## config.mk

```make
export PLATFORM = sky130hd
export DESIGN_NAME = cmsh_ram
export DESIGN_NICKNAME = d
export VERILOG_FILES = /design/src/hdl/cmsh_ram.sv
export SDC_FILE = /design/constraint.sdc
export NUM_CORES = 1
export LEC_CHECK = 0
export BUFFER_PORTS_ARGS = -buffer_cell sky130_fd_sc_hd__buf_2
export CORE_ASPECT_RATIO = 0.9
export CORE_MARGIN = 2
export CORE_UTILIZATION = 45
export CTS_CLUSTER_DIAMETER = 200
export DETAILED_ROUTE_END_ITERATION = 8
export MAX_ROUTING_LAYER = met4
export SETUP_SLACK_MARGIN = 0.5
export SLEW_MARGIN = 15
export SYNTH_ARGS = -nofsm -noshare
export SYNTH_HDL_FRONTEND = slang
export SYNTH_SLANG_ARGS = --single-unit
```

## constraint.sdc

```tcl
create_clock -name clock -period 3.8 [get_ports clock]
set_input_delay 0.19 -clock clock [delete_from_list [all_inputs] [get_ports clock]]
set_output_delay 0.19 -clock clock [all_outputs]
set_load 0.02 [all_outputs]
```

## src/hdl/cmsh_ram.sv

```systemverilog
// cmsh_ram: generic single write port, single read port ram with registered read.
// No dependencies.
`default_nettype none

module cmsh_ram #(
   parameter int WIDTH = 32,
   parameter int DEPTH = 16
) (
   input  wire logic                     clock,
   input  wire logic                     we,
   input  wire logic [$clog2(DEPTH)-1:0] waddr,
   input  wire logic [WIDTH-1:0]         wdata,
   input  wire logic [$clog2(DEPTH)-1:0] raddr,
   output logic      [WIDTH-1:0]         rdata
);
   logic [WIDTH-1:0] mem_ff [DEPTH];
   logic [WIDTH-1:0] rdata_ff;

   always_ff @(posedge clock) begin
      if (we) begin
         mem_ff[waddr] <= wdata;
      end
      rdata_ff <= mem_ff[raddr];
   end

   assign rdata = rdata_ff;
endmodule

`default_nettype wire

```

==> metrics.md, run 1 <==
| Metric | Value |
|---|---|
| Vias in the first global route | 9538 |
| Synthesis-to-finish area growth | 17.2% |
| Unrepaired setup endpoints after global routing | false |
| Pwr dens | 551 nW/µm² |
| Die Ht | 203 µm |
| Max Slew Vio Count | 0 |
| Root buf cell | clkbuf_16 |
| Placer Congestion | 0.724 |
| CP startpoint kind | input port |
| Hpwl dp | 21.9 mm |
| Final WL | 41.4 mm |
| Multi-input logic area | 3760 µm² |
| 1st-iter DRT viols | 830 |
| Die W | 225 µm |
| CTS tree | yes |
| Sum of negative setup slack | 0 ns |
| H-tree depth | 2 |
| First drt pass iteration count | 4 |
| Critical Path Fanout Max | 18 |
| Ys flop type | edfxtp_1 |
| Post-CTS Hold Fix Bufs | 32 |
| Worst-skew pair later-pin latency | 0.58 ns |
| Die ar. | 45800 µm² |
| Global router's overall resource usage | 19.1% |
| Seq/Total Area, Yosys | 80.7% |
| Slew Limit Headroom | 41.2% |
| Core area | 43200 µm² |
| Clock sinks | 544 |
| # setup viols final | 0 |
| Num CTS Buffers | 53 |
| Synth Cell Area | 19900 µm² |
| FMAX | 622 MHz |
| P_leak | 7.52 nW |
| Nets@finish | 1028 |
| Max Cap Viol | 0 |
| Critical path required time | 4.05 ns |
| Yosys top cell by area | edfxtp_1 |
| Initial core utilization | 45.9% |
| Switching power | 2.61 mW |
| Rows | 72 |
| Final instance area | 23300 µm² |
| Synthesis Warnings | 0 |
| Placed Instance Area | 21100 µm² |
| Register area | 16000 µm² |
| Power share of the combinational group | 5.1% |
| Top cell type's share of synthesized area | 77.4% |
| Postcts setup bufs | 0 |
| EDFF count, synth | 512 |
| Layout cells sized above 1 | 32.2% |
| Final hold vios | 0 |
| Count leader, synth | edfxtp_1 |
| Run status | finished, final reports clean |
| Detail Route Antenna Nets | 0 |
| Fill cell count | 3300 |
| Routed via count | 9038 |
| Sw Share | 20.4% |
| Fin crit period | 1.61 ns |
| First-pass GRT wire length | 61.4 mm |
| # resized after CTS | 0 |
| #FFs+latches synth | 544 |
| Worst-margin pin slew | 0.880 ns |
| Crit path kind | in2reg |
| Worst-case clock buffer depth | 3 |
| GR Overflow Total | 0 |
| # DRC | 0 |
| Initial antenna violation count | 2 |
| Largest net degree at the start of global routing | 66 |
| Flop pwr share | 52.7% |
| Syn Inst Count | 838 |
| Post-route insts no fill | 1587 |
| P_int | 10.2 mW |
| Mean number of vias per cell | 5.70 |
| Placed cells | 1453 |
| Per-cell routed wire length | 26.1 µm |
| Syn Area/Cell | 23.7 µm² |
| Worst-path clk slew | 0.06 ns |
| Final Cycle Share | 42.3% |
| Netlist cell types | 18 |
| Worst VDD drop | 0.000385 V |
| FFs w/ async S/R, synth | 0% |
| Io pins | 74 |
| Worst clock skew | 0.0144 ns |
| Worst Hold Class | in2reg |
| Ranking of synthesized cells by area | edfxtp_1, mux4_2, dfxtp_1, a22oi_1, nand2_1 |
| Arr. time, crit path | 1.86 ns |
| Syn_nets | 880 |
| Clock share of power | 42.3% |
| IO buf count | 73 |
| CP endpoint kind | flop |
| Synth top cells by count | edfxtp_1, mux4_2, a22oi_1 |
## per-stage QoR
step / utilization, % / hold WS, ns / setup WS, ns / power, mW
detailed placement: 48.8 / 0.577 / 1.47 / 7.51
floorplan: - / 0.289 / 0.731 / 7.24
global route: 53.8 / 0.215 / 2.08 / 13.2
CTS: 53.8 / 0.171 / 2.07 / 12.9
finish: 53.8 / 0.188 / 2.19 / 12.8
global placement: 48.8 / 0.566 / 1.52 / 7.50
## layout by cell type (no fill, tap or decap), types with 7 or more instances in the layout
cell type,synthesis,routed
buf_2,4,71
clkbuf_1,17,18
dfxtp_1,32,32
a22oi_1,64,64
clkbuf_8,0,7
buf_4,11,28
dlygate4sd3_1,0,32
bufinv_16,0,7
edfxtp_1,512,512
mux4_2,128,128
clkinv_2,0,7
nor2_4,0,13
clkbuf_16,0,54
nand2_1,33,33
## per-layer routing
metal / track usage (%) / vias up / wire length [µm]
li1: - / 3877 / -
met1: 28.2 / 4869 / 19300
met2: 28.5 / 232 / 19300
met3: 3.23 / 60 / 2220
met4: 3.69 / 0 / 607
met5: - / - / 0
## power groups by stage
stage	sequential, mW	combinational, mW	clock [mW]
2_1_floorplan	6.92	0.322	0
3_3_place_gp	6.87	0.629	0
3_5_place_dp	6.87	0.637	0
4_1_cts	6.75	0.664	5.51
5_1_grt	6.76	0.707	5.73
6_report	6.75	0.651	5.41
## area by class of cell
class	instances	area share (%)
Multi-Input combinational cell	251	16.1
Tap cell	555	2.98
Antenna cell	1	0.0108
Timing Repair Buffer	136	4.17
Clock buffer	78	6.45
Sequential cell	544	68.8
Clock inverter	22	1.39
## registers in the layout, indices dropped and copies added, names as in the netlist
| register | count |
|---|---|
| mem_ff | 512 |
| rdata | 32 |
## kinds of logic (layout without fill, tap and decap cells)
family / after synthesis / count (layout) / synth area share (%)
AND/OR/NAND/NOR: 59 / 59 / 1.27
buffers and inverters: 43 / 236 / 1.12
flip-flops: 544 / 544 / 80.7
other: 0 / 1 / 0
multiplexers: 128 / 128 / 14.5
AO/OA/AOI/OAI: 64 / 64 / 2.42
## worst paths after layout
kind	startpoint	end	slack, ns	cells after the start
max	waddr[0]	mem_ff[14][5]	2.19	4
max reg2reg	mem_ff[10][4]	rdata[4]	2.47	3
min reg2reg	mem_ff[14][15]	rdata[15]	0.67	3
min	raddr[2]	rdata[2]	0.19	4
## worst max-delay path, cell delays in order
cell,delay [ns]
buf_2,0.16
nand2b_1,0.33
nor2_4,0.74
buf_4,0.42
(Power assumes the default switching activity.)
==> run 2, diff against run 1 <==
==> constraint.sdc (replaced) <==
create_clock -name clock -period 1.6 [get_ports clock]
set_input_delay 0.08 -clock clock [delete_from_list [all_inputs] [get_ports clock]]
set_output_delay 0.08 -clock clock [all_outputs]
set_load 0.02 [all_outputs]
==> metrics.md, run 2 (synthesis results as in run 1) <==
| Metric | Value |
|---|---|
| CP endpoint | rdata[5] |
| # DRC | 0 (unchanged) |
| Postcts setup bufs | 0 (unchanged) |
| Placed Instance Area | 21700 µm² (+3.1%) |
| Per-cell routed wire length | 26.0 µm (-0.48%) |
| Register name with the most flops | mem_ff |
| Worst-skew pair later-pin latency | 0.59 ns (about the same) |
| Worst-path clk slew | 0.06 ns (about the same) |
| Grt peak-use layer | met2 |
| Fin crit period | 1.29 ns |
| Core area | 43200 µm² (unchanged) |
| Met2 Usage GRT | 29.6% (+1.1 points) |
| Run status | finished, final reports clean |
| GR Overflow Total | 0 (unchanged) |
| Rows | 72 (unchanged) |
| Global router's overall resource usage | 19.7% (+0.58 points) |
| Mean number of vias per cell | 5.68 (-0.34%) |
| Arr. time, crit path | 1.75 ns (-0.11 ns) |
| Initial antenna violation count | 1 (-1) |
| Worst VDD drop | 0.000896 V (+130%) |
| Routed via count | 9132 (+1.0%) |
| Most common cell after layout, fill and taps aside | edfxtp_1 |
| Die W | 225 µm (unchanged) |
| Critical Path Fanout Max | 1 (-17) |
| Max Cap Viol | 0 (unchanged) |
| Sum of negative setup slack | 0 ns (unchanged) |
| IO buf count | 73 (unchanged) |
| Io pins | 74 (unchanged) |
| Clock sinks | 544 (unchanged) |
| Worst Reg-to-Reg Cells | 3 (unchanged) |
| First-pass GRT wire length | 62.8 mm (+2.2%) |
| CTS tree | yes |
| 1st-iter DRT viols | 874 (+5.3%) |
| CP endpoint kind | flop |
| Synthesis-to-finish area growth | 20.9% |
| Max reg flops | 512 (unchanged) |
| Detail Route Antenna Nets | 0 (unchanged) |
| CP startpoint kind | flop |
| Layout cells sized above 1 | 38.4% (+6.2 points) |
| Global Route met1 Usage | 28.6% (+0.41 points) |
| Final Cycle Share | 80.7% |
| Worst-case clock buffer depth | 3 (unchanged) |
| Worst-margin pin slew | 0.677 ns (-0.203 ns) |
| Final instance area | 24000 µm² (+3.2%) |
| H-tree depth | 2 (unchanged) |
| Pwr dens | 1230 nW/µm² (+120%) |
| PnR worst setup slack | 0.309 ns (-1.88 ns) |
| Worst Hold Class | in2reg |
| FMAX | 775 MHz |
| Reg2Reg Launch Point | mem_ff[3][5] |
| Post-route insts no fill | 1609 (+1.4%) |
| Post-place setup slack | 0.0516 ns (-1.41 ns) |
| First drt pass iteration count | 5 (+1) |
| Hpwl dp | 21.2 mm (-3.4%) |
| Worst clock skew | 0.0201 ns (+0.00568 ns) |
| Met3 usage in global routing | 2.90% (-0.33 points) |
| Placer Congestion | 0.697 (-3.8%) |
| P_leak | 7.75 nW (+3.0%) |
| Final WL | 41.8 mm (+0.90%) |
| Nets@finish | 1051 (+2.2%) |
| Die ar. | 45800 µm² (unchanged) |
| R2R Setup Slk | 0.31 ns (-2.16 ns) |
| Crit path kind | reg2reg |
| Initial core utilization | 45.9% (unchanged) |
| Vias in the first global route | 9524 (-0.15%) |
| Die Ht | 203 µm (unchanged) |
| Slew Limit Headroom | 54.9% (+14 points) |
| Final hold vios | 0 (unchanged) |
| Commonest cells after routing, fill and taps aside | edfxtp_1, mux4_2, clkbuf_16 |
| Reg-to-reg endpoint | rdata[5] |
| CP startpoint | mem_ff[3][5] |
| Placed cells | 1478 (+1.7%) |
| Critical path required time | 2.06 ns (-1.99 ns) |
| Max Slew Vio Count | 0 (unchanged) |
| # setup viols final | 0 (unchanged) |
| Core Util, Final | 55.5% (+1.7 points) |
| Unrepaired setup endpoints after global routing | true |
| Largest net degree at the start of global routing | 35 (-47%) |
| Num CTS Buffers | 52 (-1.9%) |
| Root buf cell | clkbuf_16 |
run 2: critical path, cell delays in order (launching register included):
cell and delay, ns:
edfxtp_1 0.35, mux4_2 0.48, a22oi_2 0.23, nand2_1 0.09
run 2: worst min path at each step:
stage / startpoint / end / slack (ns) / cells after the start
final: raddr[0] / rdata[4] / 0.09 / 4
after global routing: raddr[0] / rdata[4] / 0.09 / 4
after CTS: raddr[0] / rdata[4] / 0.05 / 4
after detailed placement: wdata[25] / mem_ff[11][25] / 0.46 / 1
after global placement: wdata[26] / mem_ff[11][26] / 0.45 / 1
after floorplan: wdata[0] / mem_ff[0][0] / 0.18 / 0
run 2: final cells by class:
type,count,area [µm²]
Clock buffer,76,1460
Multi-Input combinational cell,251,3900
Tap cell,555,694
Antenna cell,1,2.50
Clock inverter,22,136
Fill cell,3211,19200
Timing Repair Buffer,160,1740
Sequential cell,544,16100
run 2: through the flow:
stage / hold WS (ns) / power (mW)
5_1_grt: 0.0853 / 30.4
2_1_floorplan: 0.179 / 17.3
6_report: 0.0871 / 29.5
3_3_place_gp: 0.455 / 17.9
3_5_place_dp: 0.464 / 18.0
4_1_cts: 0.0476 / 29.7
run 2: where the power goes:
part | switching [mW] | internal (mW) | leakage (nW)
clock | 5.08 | 6.50 | 0.788
combinational | 0.945 | 0.857 | 2.06
sequential | 0.124 | 15.9 | 4.90
run 2: per-layer routing:
metal  routed length [µm]  part of all wire (%)  vias up
met3                 2450                   5.9       54
li1                     -                     -     3921
met4                  717                   1.7        0
met2                19900                    48      288
met1                18800                    45     4869
met5                    0                     0        -
run 2: timing repair:
item,4_1_cts,5_1_grt
setup endpoints to repair,64,64
pin swaps,6,0
hold buffers,32,0
endpoints found under the hold margin,512,0
gates resized for setup,106,9
gates cloned,0,0
