`src/hdl/cmsh_pkg.sv`:
```
// cmsh_pkg: shared types, constants and lookup functions for the cubic m-spline
// hazard evaluator. No dependencies; imported by the alu and the top level.
`default_nettype none

package cmsh_pkg;

   // request actions
   localparam logic [1:0] ACT_KNOT   = 2'd0;
   localparam logic [1:0] ACT_WEIGHT = 2'd1;
   localparam logic [1:0] ACT_EVAL   = 2'd2;

   // register file
   localparam int         CSR_AW         = 3;
   localparam logic       REG_KNOT_COUNT = 1'b0;
   localparam logic [4:0] KC_RESET       = 5'd2;

   // fixed point constants
   localparam logic [31:0] ONE_Q30      = 32'h4000_0000;
   localparam logic [31:0] LOG2E_Q30    = 32'd1549082005;
   localparam logic [31:0] LN2_Q30      = 32'd744261118;
   localparam logic [3:0]  TAYLOR_TERMS = 4'd12;
   localparam logic [7:0]  K_SAT        = 8'sd16;
   localparam logic [7:0]  K_SHIFT      = 8'sd14;

   // alu operations
   localparam logic ALU_MUL = 1'b0;
   localparam logic ALU_DIV = 1'b1;

   // operand selectors: knot slots and the time point
   localparam logic [3:0] SEL_M3 = 4'd0;
   localparam logic [3:0] SEL_M2 = 4'd1;
   localparam logic [3:0] SEL_M1 = 4'd2;
   localparam logic [3:0] SEL_L  = 4'd3;
   localparam logic [3:0] SEL_P1 = 4'd4;
   localparam logic [3:0] SEL_P2 = 4'd5;
   localparam logic [3:0] SEL_P3 = 4'd6;
   localparam logic [3:0] SEL_P4 = 4'd7;
   localparam logic [3:0] SEL_T  = 4'd8;

   // knot differences
   localparam logic [3:0] DF_HT  = 4'd0;
   localparam logic [3:0] DF_HTM = 4'd1;
   localparam logic [3:0] DF_H2T = 4'd2;
   localparam logic [3:0] DF_HT2 = 4'd3;
   localparam logic [3:0] DF_HT3 = 4'd4;
   localparam logic [3:0] DF_HHT = 4'd5;
   localparam logic [3:0] DF_HH  = 4'd6;
   localparam logic [3:0] DF_H2  = 4'd7;
   localparam logic [3:0] DF_H3  = 4'd8;
   localparam logic [3:0] DF_H4  = 4'd9;
   localparam logic [3:0] DF_H3M = 4'd10;
   localparam logic [3:0] DF_H2N = 4'd11;
   localparam logic [3:0] DF_HN  = 4'd12;
   localparam logic [3:0] DF_HH3 = 4'd13;
   localparam logic [3:0] DF_HH2 = 4'd14;
   localparam logic [3:0] DF_H   = 4'd15;

   typedef struct packed {
      logic [3:0] a;
      logic [3:0] b;
   } diff_type;

   typedef struct packed {
      logic [3:0] num;
      logic [3:0] den;
   } ratio_type;

   typedef struct packed {
      logic [1:0] widx;
      logic       neg;
   } term_type;

   typedef struct packed {
      logic        start;
      logic        op;
      logic [31:0] a;
      logic [31:0] b;
      logic [31:0] rem;
   } alu_cmd_type;

   typedef struct packed {
      logic done;
      logic busy;
   } alu_sts_type;

   function automatic diff_type diff_ops(input logic [3:0] code);
      diff_type d;
      case (code)
         DF_HT:   d = '{SEL_T,  SEL_L};
         DF_HTM:  d = '{SEL_T,  SEL_M1};
         DF_H2T:  d = '{SEL_T,  SEL_P2};
         DF_HT2:  d = '{SEL_P1, SEL_T};
         DF_HT3:  d = '{SEL_P3, SEL_T};
         DF_HHT:  d = '{SEL_T,  SEL_M2};
         DF_HH:   d = '{SEL_P1, SEL_M1};
         DF_H2:   d = '{SEL_P2, SEL_L};
         DF_H3:   d = '{SEL_P3, SEL_L};
         DF_H4:   d = '{SEL_P4, SEL_L};
         DF_H3M:  d = '{SEL_P3, SEL_M1};
         DF_H2N:  d = '{SEL_P2, SEL_M1};
         DF_HN:   d = '{SEL_P1, SEL_M2};
         DF_HH3:  d = '{SEL_P1, SEL_M3};
         DF_HH2:  d = '{SEL_P2, SEL_M2};
         default: d = '{SEL_P1, SEL_L};
      endcase
      return d;
   endfunction

   // the three ratios of each basis term
   function automatic ratio_type ratio_info(input logic [2:0] term, input logic [1:0] rat);
      ratio_type r0, r1, r2, r;
      case (term)
         3'd0: begin
            r0 = '{DF_HT, DF_H4};  r1 = '{DF_HT, DF_H3};   r2 = '{DF_HT, DF_H2};
         end
         3'd1: begin
            r0 = '{DF_HTM, DF_H3M}; r1 = '{DF_HTM, DF_H2N}; r2 = '{DF_HT2, DF_HH};
         end
         3'd2: begin
            r0 = '{DF_HTM, DF_H3M}; r1 = '{DF_HT, DF_H2};   r2 = '{DF_H2T, DF_H2N};
         end
         3'd3: begin
            r0 = '{DF_HT3, DF_H3M}; r1 = '{DF_HT, DF_H3};   r2 = '{DF_HT, DF_H2};
         end
         3'd4: begin
            r0 = '{DF_HHT, DF_HH2}; r1 = '{DF_HT2, DF_HH};  r2 = '{DF_HT2, DF_HN};
         end
         3'd5: begin
            r0 = '{DF_H2T, DF_HH2}; r1 = '{DF_HTM, DF_H2N}; r2 = '{DF_HT2, DF_HH};
         end
         3'd6: begin
            r0 = '{DF_H2T, DF_HH2}; r1 = '{DF_H2T, DF_H2N}; r2 = '{DF_HT, DF_H2};
         end
         default: begin
            r0 = '{DF_HT2, DF_HH};  r1 = '{DF_HT2, DF_HN};  r2 = '{DF_HT2, DF_HH3};
         end
      endcase
      case (rat)
         2'd0:    r = r0;
         2'd1:    r = r1;
         default: r = r2;
      endcase
      return r;
   endfunction

   // weight offset from l and the sign each basis term enters the sum with
   function automatic term_type term_info(input logic [2:0] term);
      term_type t;
      case (term)
         3'd0:    t = '{2'd3, 1'b0};
         3'd1:    t = '{2'd2, 1'b0};
         3'd2:    t = '{2'd2, 1'b1};
         3'd3:    t = '{2'd2, 1'b0};
         3'd4:    t = '{2'd1, 1'b0};
         3'd5:    t = '{2'd1, 1'b1};
         3'd6:    t = '{2'd1, 1'b0};
         default: t = '{2'd0, 1'b0};
      endcase
      return t;
   endfunction

endpackage

`default_nettype wire

```
`src/hdl/cmsh_alu.sv`:
```
// cmsh_alu: shared arithmetic unit, a 32x32 multiplier with a registered result
// and a radix-2 restoring divider. Depends on cmsh_pkg.
`default_nettype none

module cmsh_alu import cmsh_pkg::*; (
   input  wire logic        clock,
   input  wire logic        reset,
   input  wire alu_cmd_type cmd,
   output alu_sts_type      sts,
   output logic [63:0]      res
);
   logic        busy_ff, busy_in;
   logic        done_ff, done_in;
   logic [4:0]  cnt_ff, cnt_in;
   logic [31:0] rem_ff, rem_in;
   logic [31:0] low_ff, low_in;
   logic [31:0] den_ff, den_in;
   logic [31:0] quo_ff, quo_in;
   logic [63:0] res_ff, res_in;
   logic [32:0] shifted;
   logic        qbit;

   // multiply a by b, or divide: quotient of {rem, b} by a, caller guarantees rem < a
   always_comb begin
      busy_in = busy_ff;
      done_in = 1'b0;
      cnt_in  = cnt_ff;
      rem_in  = rem_ff;
      low_in  = low_ff;
      den_in  = den_ff;
      quo_in  = quo_ff;
      res_in  = res_ff;
      shifted = {rem_ff, low_ff[31]};
      qbit    = shifted >= {1'b0, den_ff};
      if (cmd.start) begin
         if (cmd.op == ALU_MUL) begin
            res_in  = cmd.a * cmd.b;
            done_in = 1'b1;
         end else begin
            busy_in = 1'b1;
            cnt_in  = '0;
            rem_in  = cmd.rem;
            low_in  = cmd.b;
            den_in  = cmd.a;
         end
      end else if (busy_ff) begin
         rem_in = qbit ? 32'(shifted - {1'b0, den_ff}) : shifted[31:0];
         quo_in = {quo_ff[30:0], qbit};
         low_in = {low_ff[30:0], 1'b0};
         cnt_in = cnt_ff + 5'd1;
         if (cnt_ff == 5'd31) begin
            busy_in = 1'b0;
            done_in = 1'b1;
            res_in  = {32'd0, quo_ff[30:0], qbit};
         end
      end
   end

   always_ff @(posedge clock) begin
      if (reset) begin
         busy_ff <= 1'b0;
         done_ff <= 1'b0;
      end else begin
         busy_ff <= busy_in;
         done_ff <= done_in;
      end
      cnt_ff <= cnt_in;
      rem_ff <= rem_in;
      low_ff <= low_in;
      den_ff <= den_in;
      quo_ff <= quo_in;
      res_ff <= res_in;
   end

   assign sts.done = done_ff;
   assign sts.busy = busy_ff;
   assign res      = res_ff;
endmodule

`default_nettype wire

```
`config.mk`:
```
export PLATFORM = sky130hd
export DESIGN_NAME = cmsh_alu
export DESIGN_NICKNAME = d
export VERILOG_FILES = /design/src/hdl/cmsh_pkg.sv /design/src/hdl/cmsh_alu.sv
export SDC_FILE = /design/constraint.sdc
export NUM_CORES = 2
export LEC_CHECK = 0
export ABC_AREA = 1
export BUFFER_PORTS_ARGS = -buffer_cell sky130_fd_sc_hd__buf_2
export CAP_MARGIN = 15
export CORE_ASPECT_RATIO = 0.7
export CORE_MARGIN = 2
export CORE_UTILIZATION = 45
export DETAILED_ROUTE_END_ITERATION = 10
export HOLD_SLACK_MARGIN = 0.12
export REMOVE_ABC_BUFFERS = 1
export SETUP_SLACK_MARGIN = 0.3
export SLEW_MARGIN = 30
export SYNTH_ARGS = -nofsm -noshare
export SYNTH_HDL_FRONTEND = slang
export SYNTH_SLANG_ARGS = --single-unit
```
`constraint.sdc`:
```
create_clock -name clock -period 6.36 [get_ports clock]
set_clock_uncertainty 0.2 [all_clocks]
set_input_delay 0 -clock clock [delete_from_list [all_inputs] [get_ports clock]]
set_output_delay 0 -clock clock [all_outputs]
set_load 0.01 [all_outputs]
```
==> flow_summary.toml <==
[status]
status = "complete, no violations"

[placement]
dp_hpwl_mm = 123
postPlaceCellArea_mm2 = 0.0515
port_buffers = 165
gp_congestion = 0.954
place_inst = 7781
post-place-ws_ps = -779

[critical_path]
crit_end = "res[51]"
cp.arrival_ps = 6460
worst-setup-path-type = "input port to register"
crit_start = "cmd[71]"
reg2reg_slack_ps = 2720
start_kind = "input port"
r2r_end = "rem_ff[25]"
end_kind = "register"
cp.required_ps = 6570
r2r_cells = 16
r2r-start = "den_ff[7]"
cp_max_fo = 5

[detailed_routing]
vias = 39000
drc = 0
drt_first_pass_iters = 6
first_iter_violations = 3450
ant_nets = 0
wl_per_cell_um = 18.8
drt_wl_total_mm = 150
vias_per_cell = 4.89

[layout]
finalNonFillerCells = 7986
drive_gt1_frac = 0.180
final_cell_mix = "nand2_1 (1833), inv_1 (1765), fa_1 (841)"
layout_commonest_cell = "nand2_1"
nets = 7917
area_delta_synth_final_pct = 22.0
design_area_mm2 = 0.0565
antennaDiodeCount = 0
num-fill-cells = 9498

[cts]
cts_root_buffer = "clkbuf_16"
clk_latency_ps = 530
cts.path.max_buffers = 2
clock_sinks = 198
cts-htree-levels = 4
cts_tree = "yes"
cts_buffers = 17
path_clk_slew_ps = 80

[global_routing]
grt_start_max_net_pins = 70
grt_pass1_wl_mm = 236
grt_pass1_vias = 40300
grt_use_total = 0.292
antenna_found_initial = 3
grt-ovfl-total = 0

[sta]
min_period_ps = 6250
hold_viol = 0
maxSlewViolCount = 0
worst_pin_slew_ps = 901
max_freq_mhz = 160
setup_tns_ps = 0
maxSlewHeadroom = 0.397
setup_viol = 0
setup_slack_ps = 111
grt_setup_unrepaired = "true"
final.period_utilization = 0.983

[logic_synthesis]
yosysWarnings = 0
synthCells = 6096
syn-cell-area_mm2 = 0.0463
avgSynthCellArea_um2 = 7.60
ys_types = 44
synth-seq-cells = 198
synth_edf_count = 196
ys_seq_area_frac = 0.128
synthFlopType = "edfxtp_1"
async_flop_share = 0

[floorplan]
die-area_mm2 = 0.106
die_w_um = 388
core_area_mm2 = 0.102
num_io_pins = 166
die_h_um = 272
rows = 98
start_util = 0.454

[run]
drv_cap = 0

[hold_path]
hp-class = "input port to register"
==> cell usage after synthesis (3+ instances only) <==
master	n	area (µm²)
a21oi_1	81	405
and2_1	10	62.6
buf_1	5	18.8
buf_12	3	60.1
buf_2	4	20.0
buf_4	4	30.0
buf_6	4	45.0
clkbuf_1	240	901
edfxtp_1	196	5890
fa_1	897	18000
ha_1	297	3720
inv_1	1821	6840
inv_2	6	22.5
nand2_1	2007	7530
nand2_2	11	68.8
nand2_4	3	33.8
nand3_1	118	591
nand3_2	3	30.0
nand3b_1	11	82.6
nand3b_2	18	203
nand4_1	13	81.3
nor2_1	202	758
nor2_2	12	75.1
nor3_1	13	65.1
o21a_1	4	30.0
o21ai_0	37	185
o21bai_1	12	90.1
or2_2	4	25.0
xnor2_1	32	280
xor2_1	6	52.6
==> metal layers <==
metal	share of wire	routed length [µm]	GRT usage	vias up
met2	0.41	60700	0.414	1482
li1	-	-	-	18200
met1	0.48	72100	0.462	19300
met3	0.098	14700	0.0603	108
met4	0.015	2260	0.0489	2
met5	0.000060	9	0	-
==> cells by family (layout without fill, tap and decap cells) <==
group	after synthesis	after routing	share of synthesized area
DFF	198	198	0.128
AOI/OAI and AO/OA	142	142	0.0166
xor gates and xnor gates	38	38	0.00718
buffers and inverters	2088	2628	0.171
and+or+nand+nor	2436	2436	0.209
adders and majority gates	1194	1194	0.468
==> sequential cells by signal, indices dropped and copies added (netlist names) <==
register  flops
den_ff       32
low_ff       32
quo_ff       31
res          64
rem_ff       32
done_ff       1
busy_ff       1
cnt_ff        5
==> timing repair <==
| item | in CTS | in global routing |
|---|---|---|
| buffers inserted | 30 | 15 |
| endpoints found under the setup margin | 47 | 50 |
| hold buffers | 124 | 0 |
| endpoints found under the hold margin | 201 | 0 |
| pin swaps | 116 | 220 |
| cloned | 3 | 1 |
| resized for setup | 324 | 426 |
==> metrics by stage <==
| stage | hold slack [ps] | util |
|---|---|---|
| after floorplan | -131 | - |
| after global placement | 1.01 | 0.504 |
| after detailed placement | -1.25 | 0.504 |
| after CTS | 121 | 0.538 |
| after global routing | 161 | 0.553 |
| final | 162 | 0.553 |
==> worst min-delay path by stage <==
stage               startpoint          to  slack [ps]  cells after the start
finish                 cmd[22]  rem_ff[22]         160                      4
detailed placement       reset     done_ff          -1                      2
global route           cmd[16]  rem_ff[16]         160                      4
CTS                    cmd[16]  rem_ff[16]         120                      4
floorplan                reset     done_ff        -130                      1
global placement         reset     done_ff           1                      2
==> critical path: stages <==
cell	delay, ps
buf_12	110
buf_12	140
buf_8	140
buf_12	120
nand2_4	60
inv_2	30
fa_1	480
fa_1	510
fa_1	540
fa_1	460
fa_1	540
fa_1	520
fa_2	620
inv_2	50
fa_1	530
inv_2	60
ha_4	280
nand2_4	90
nand2_4	60
a21oi_4	170
buf_6	130
o21bai_4	70
a21oi_2	170
nand3_2	100
nand2_2	80
nand2_2	60
nor2_4	180
buf_6	100
==> final cells by class <==
cell class | count | area [µm²] | area share
multi-input cells | 3810 | 34600 | 0.613
inverters | 1828 | 6870 | 0.122
repair buffers | 768 | 6790 | 0.120
flip-flops and latches | 198 | 5930 | 0.105
well taps | 1350 | 1690 | 0.0299
clock buffers | 18 | 429 | 0.00759
clock inverters | 14 | 185 | 0.00328
Power is not shown: default switching activity piles up to over one toggle a cycle in this logic, so the estimate is an artifact.
